`config.mk`:
```
export PLATFORM = sky130hd
export DESIGN_NAME = lpht_ctrl
export DESIGN_NICKNAME = d
export VERILOG_FILES = /design/src/hdl/lpht_pkg.sv /design/src/hdl/lpht_ctrl.sv
export SDC_FILE = /design/constraint.sdc
export NUM_CORES = 1
export LEC_CHECK = 0
export BUFFER_PORTS_ARGS = -buffer_cell sky130_fd_sc_hd__buf_2
export CORE_MARGIN = 5
export CORE_UTILIZATION = 30
export CTS_BUF_LIST = sky130_fd_sc_hd__clkbuf_8
export CTS_CLUSTER_DIAMETER = 40
export DETAILED_ROUTE_END_ITERATION = 7
export MAX_ROUTING_LAYER = met4
export PLACE_DENSITY = 0.59
export SETUP_SLACK_MARGIN = 0.1
export SLEW_MARGIN = 20
export SYNTH_ARGS = -nofsm -noshare
export SYNTH_HDL_FRONTEND = slang
export SYNTH_SLANG_ARGS = --single-unit
```
`constraint.sdc`:
```
create_clock -name clk -period 2.07 [get_ports clk]
set_clock_uncertainty 0.1 [all_clocks]
set_input_delay 0.414 -clock clk [delete_from_list [all_inputs] [get_ports clk]]
set_output_delay 0.414 -clock clk [all_outputs]
set_load 0.005 [all_outputs]
```
`src/hdl/lpht_pkg.sv`:
```
package lpht_pkg;

  localparam int DEF_CAPACITY   = 1024;
  localparam int DEF_KEY_BITS   = 32;
  localparam int DEF_VALUE_BITS = 32;

  localparam int LIMIT_BITS = 10;
  localparam int COUNT_BITS = 11;
  localparam logic [LIMIT_BITS-1:0] OCC_LIMIT_RESET = 10'd768;

  localparam logic [31:0] FNV_BASIS  = 32'd2166136261;
  localparam logic [31:0] FNV_PRIME  = 32'd16777619;
  localparam logic [31:0] MARK_EMPTY = 32'd0;
  localparam logic [31:0] MARK_TOMB  = 32'd1;

  typedef enum logic [1:0] {
    ACT_GET   = 2'd0,
    ACT_PUT   = 2'd1,
    ACT_ERASE = 2'd2,
    ACT_CLEAR = 2'd3
  } action_t;

  typedef enum logic [3:0] {
    S_INIT,
    S_IDLE,
    S_HASH,
    S_FIX,
    S_MOD,
    S_PROBE_ISSUE,
    S_PROBE,
    S_CLEAR,
    S_FINISH
  } state_t;

  typedef struct packed {
    logic accept;
    logic hash_step;
    logic fix;
    logic mod_step;
    logic probe_start;
    logic probe_step;
    logic clear_step;
    logic finish;
  } cmd_t;

  typedef struct packed {
    logic hash_last;
    logic mod_done;
    logic probe_stop;
    logic clear_last;
    logic out_free;
  } status_t;

endpackage

```
`src/hdl/lpht_ctrl.sv`:
```
module lpht_ctrl (
  input  logic              clk,
  input  logic              rst,
  input  logic              in_valid,
  input  logic [1:0]        action,
  input  lpht_pkg::status_t st,
  output lpht_pkg::cmd_t    cmd,
  output logic              in_stall
);

  import lpht_pkg::*;

  state_t state, state_next;

  always_ff @(posedge clk) begin
    if (rst) begin
      state <= S_INIT;
    end else begin
      state <= state_next;
    end
  end

  always_comb begin
    state_next = state;
    cmd        = '0;
    in_stall   = 1'b1;
    case (state)
      S_INIT: begin
        cmd.clear_step = 1'b1;
        if (st.clear_last) state_next = S_IDLE;
      end
      S_IDLE: begin
        in_stall = 1'b0;
        if (in_valid) begin
          cmd.accept = 1'b1;
          state_next = (action == ACT_CLEAR) ? S_CLEAR : S_HASH;
        end
      end
      S_HASH: begin
        cmd.hash_step = 1'b1;
        if (st.hash_last) state_next = S_FIX;
      end
      S_FIX: begin
        cmd.fix    = 1'b1;
        state_next = S_MOD;
      end
      S_MOD: begin
        if (st.mod_done) state_next = S_PROBE_ISSUE;
        else cmd.mod_step = 1'b1;
      end
      S_PROBE_ISSUE: begin
        cmd.probe_start = 1'b1;
        state_next      = S_PROBE;
      end
      S_PROBE: begin
        cmd.probe_step = 1'b1;
        if (st.probe_stop) state_next = S_FINISH;
      end
      S_CLEAR: begin
        cmd.clear_step = 1'b1;
        if (st.clear_last) state_next = S_FINISH;
      end
      S_FINISH: begin
        if (st.out_free) begin
          cmd.finish = 1'b1;
          state_next = S_IDLE;
        end
      end
      default: state_next = S_INIT;
    endcase
  end

endmodule

```
* Yosys cells after proc, flatten, opt, wreduce, memory -nomap -nowiden *
Cells that the tools add are included.

storage, ports and cells
  register bits = 4
  word-level logic and storage cells = 41
  output and inout bits = 9

cells by class
  reduce and logical (&&, ||, !) cells = 3
  multiplexer cells = 21
  eq/ne operators = 16

operators with widths
  cell                                            number
  one-hot mux 4 bit (9 select lines)              1
  2-to-1 mux 4 bit                                7
  == test 4 x 3 -> 1 bit (second input constant)  4
  != test 2 bit (second input constant)           7
  2-to-1 mux 1 bit                                12
  == test 4 x 2 -> 1 bit (second input constant)  2
  AND reduction 7 bit                             1
  == test 4 x 1 -> 1 bit (second input constant)  1
  == test 4 bit (second input constant)           1
  logical NOT 4 bit                               1
  2-to-1 mux 3 bit                                1
  == test 2 bit (second input constant)           1
  OR reduction 2 bit                              1

* Logic depth before layout (Yosys ltp) *
  depth in word-level cells = 4
  depth in mapped cells = 5
  mapped depth without buffers = 4

* Worst setup path before layout *
No wires, ideal clock.

  path type = register to register
  from = register state[0]
  to = register state[1]
  arrival = 1.385 ns
  setup time = 0.120 ns
  stages on the path, launching flop included = 6
  setup slack = 0.465 ns
  cell sequence = dfxtp_1 buf_6 mux2_4 o32a_1 nor4bb_1 a211o_1

on the way
  word-level cells in the longest chain between the ends = 3
  elaborated cells between the ends (all ways) = 18
  those cells by class = eq/ne (15); mux (1); reduce/logical (2)

RTL lines
  item                                                  line             source
  start: declaration                                    lpht_ctrl.sv:13  state_t state, state_next;
  start signal: assignment                              lpht_ctrl.sv:19  state <= state_next;
  == test 4 x 2 -> 1 bit, or another cell as far along  lpht_ctrl.sv:27  case (state)
  != test 2 bit (no source line)                        n/a
  AND reduction 7 bit (no source line)                  n/a

Parallel ways exist; a longest one is shown, timed or not.
A chain may end at the register's enable or synchronous reset.

==> results.ini <==
[route]
avgRoutedWirePerCell_um = 13.5
vias_per_cell = 5.38
ant_nets = 0
drc = 0
vias = 473
drt_iter0_drc = 8
wl_mm = 1.18
drt-pass1-iter-count = 4

[placed_design]
port-buffer-count = 18
dp_hpwl_um = 922
gp_congestion = 0.763

[run]
drv_cap = 0

[clock_tree]
cts_buffers = 3
cts_htree_levels = 1
cts-root-buf = clkbuf_8
clock_latency_ps = 210
cts.sinks = 4
clk_path_buf_depth = 2
ctsHoldBuffers = 0
clkTransAtPathRegs_ps = 30
tritoncts = built

[critical_path]
crit_fanout = 11
arrival_ps = 1370
cp-end-kind = output pin
cp-start-kind = flip-flop
crit_required_ps = 1560
crit_type = flip-flop to output pin

[die]
die_area_um2 = 2260
start_util = 0.320
die_h_um = 47.5
io_pins = 19
core_area_um2 = 1320
rows = 13
die_w_um = 47.5

[final_layout]
area_delta_synth_final_pct = 30.3
largest_reg_flops = 4
nNetsFinal = 85
multiInputGateArea_um2 = 307
largest_register = state
drive_gt1_frac = 0.370
seq_area_um2 = 81.3
reg_top3 = state: 4 flops
fillers = 150
antennaDiodeCount = 0

[power_and_ir_drop]
p_total_uw = 698
p_leak_nw = 0.269
powerDensity_nw_per_um2 = 1270
vdd_drop_max_mv = 0.454

[grt]
antenna_found_initial = 0
grt_pass1_wl_mm = 1.84
grt_max_degree = 15
grt_pass1_vias = 446
grt_use_total = 0.117
overflow = 0

[sta]
relSlewSlack = 0.733
final.setup.tns_ps = 0
maxSlewViolCount = 0
worst_pin_slew_ps = 400
finalCriticalPeriod_ps = 1880
period_share = 0.910
rsz0062_at_grt = no
final_hold_viol_count = 0
setup_viol = 0
fmax_mhz = 531

[synthesis]
synth-seq-cells = 4
yosysWarnings = 0
synth_edf_count = 0
synth_area_um2 = 422
syn_inst = 56
synthArstFlopShare = 0
ys_types = 31
ys_seq_area_frac = 0.190
synth_nets = 66
avgSynthCellArea_um2 = 7.53
synth-main-ff-cell = dfxtp_1

[run_status]
status = finished clean

[hold_path]
hp-class = input port to flip-flop

kinds of logic (layout without fill, tap and decap cells):
kind of cell	count (synthesis)	in the layout	synth area share
buf+inv	7	24	0.0831
compound gates	12	12	0.223
simple gates	31	31	0.445
mux	2	2	0.0593
flops	4	4	0.190
area by class of cell:
type	instances	area share
clock buffers	3	0.0752
inverters	3	0.0205
repair buffers	18	0.164
multi-input cells	45	0.558
well taps	15	0.0342
flip-flops and latches	4	0.148
worst paths after layout:
kind / startpoint / to / slack, ps / cells after the start
hold / removal: rst / state[0] / 420 / 2
setup reg to reg: state[0] / state[1] / 280 / 4
hold reg to reg: state[3] / state[3] / 550 / 2
setup / recovery: state[2] / cmd[6] / 190 / 3
stage by stage:
step / setup slack [ps] / util / hold slack, ps / instance area (um2) / cells
after global routing: 114 / 0.417 / 436 / 549 / 88
final: 187 / 0.417 / 419 / 549 / 88
after detailed placement: 220 / 0.385 / 535 / 507 / 85
after CTS: 179 / 0.417 / 408 / 549 / 88
after floorplan: 465 / - / 417 / 422 / 56
after global placement: 250 / 0.385 / 524 / 507 / 85
synth_stat cells, types with 2 or more instances:
cell type | count | area [um2]
nor2_1 | 6 | 22.5
dfxtp_1 | 4 | 80.1
nand2_1 | 4 | 15.0
nand2b_1 | 4 | 25.0
a21oi_1 | 3 | 15.0
inv_1 | 3 | 11.3
nand3_1 | 3 | 15.0
nor3_1 | 3 | 15.0
a211o_1 | 2 | 17.5
clkbuf_1 | 2 | 7.51
nor4bb_1 | 2 | 20.0
timing repair:
action                     in CTS  in global routing
setup endpoints to repair       1                  0
gates resized for setup         1                  0
buffers inserted                0                  0
routing by layer:
metal  wire [um]  global-route usage  part of all wire
met3          57              0.0376             0.048
met1         527               0.128              0.45
met4           0              0.0166                 0
met2         599               0.209              0.51
met5           0                   -                 0
worst max-delay path, stage by stage, from the launching register on:
cell	delay, ps
dfxtp_1	400
or4b_4	590
inv_1	70
buf_2	100
report_power, final:
part	leakage, nW	internal [mW]	switching (mW)
sequential	0.0332	0.105	0.0722
combinational	0.214	0.187	0.176
clock	0.0216	0.123	0.0346
total	0.269	0.415	0.283
cells in the final DEF, fill, tap and decap left out, drive strengths merged, types with 2 or more instances in the layout:
master	n
dfxtp	4
nor4bb	2
nand2	4
nor2	6
a211o	2
a21oi	3
nor3	3
nand3	3
buf	18
clkbuf	3
nand2b	4
inv	3
Note: power is estimated with default switching activity, not from simulation.
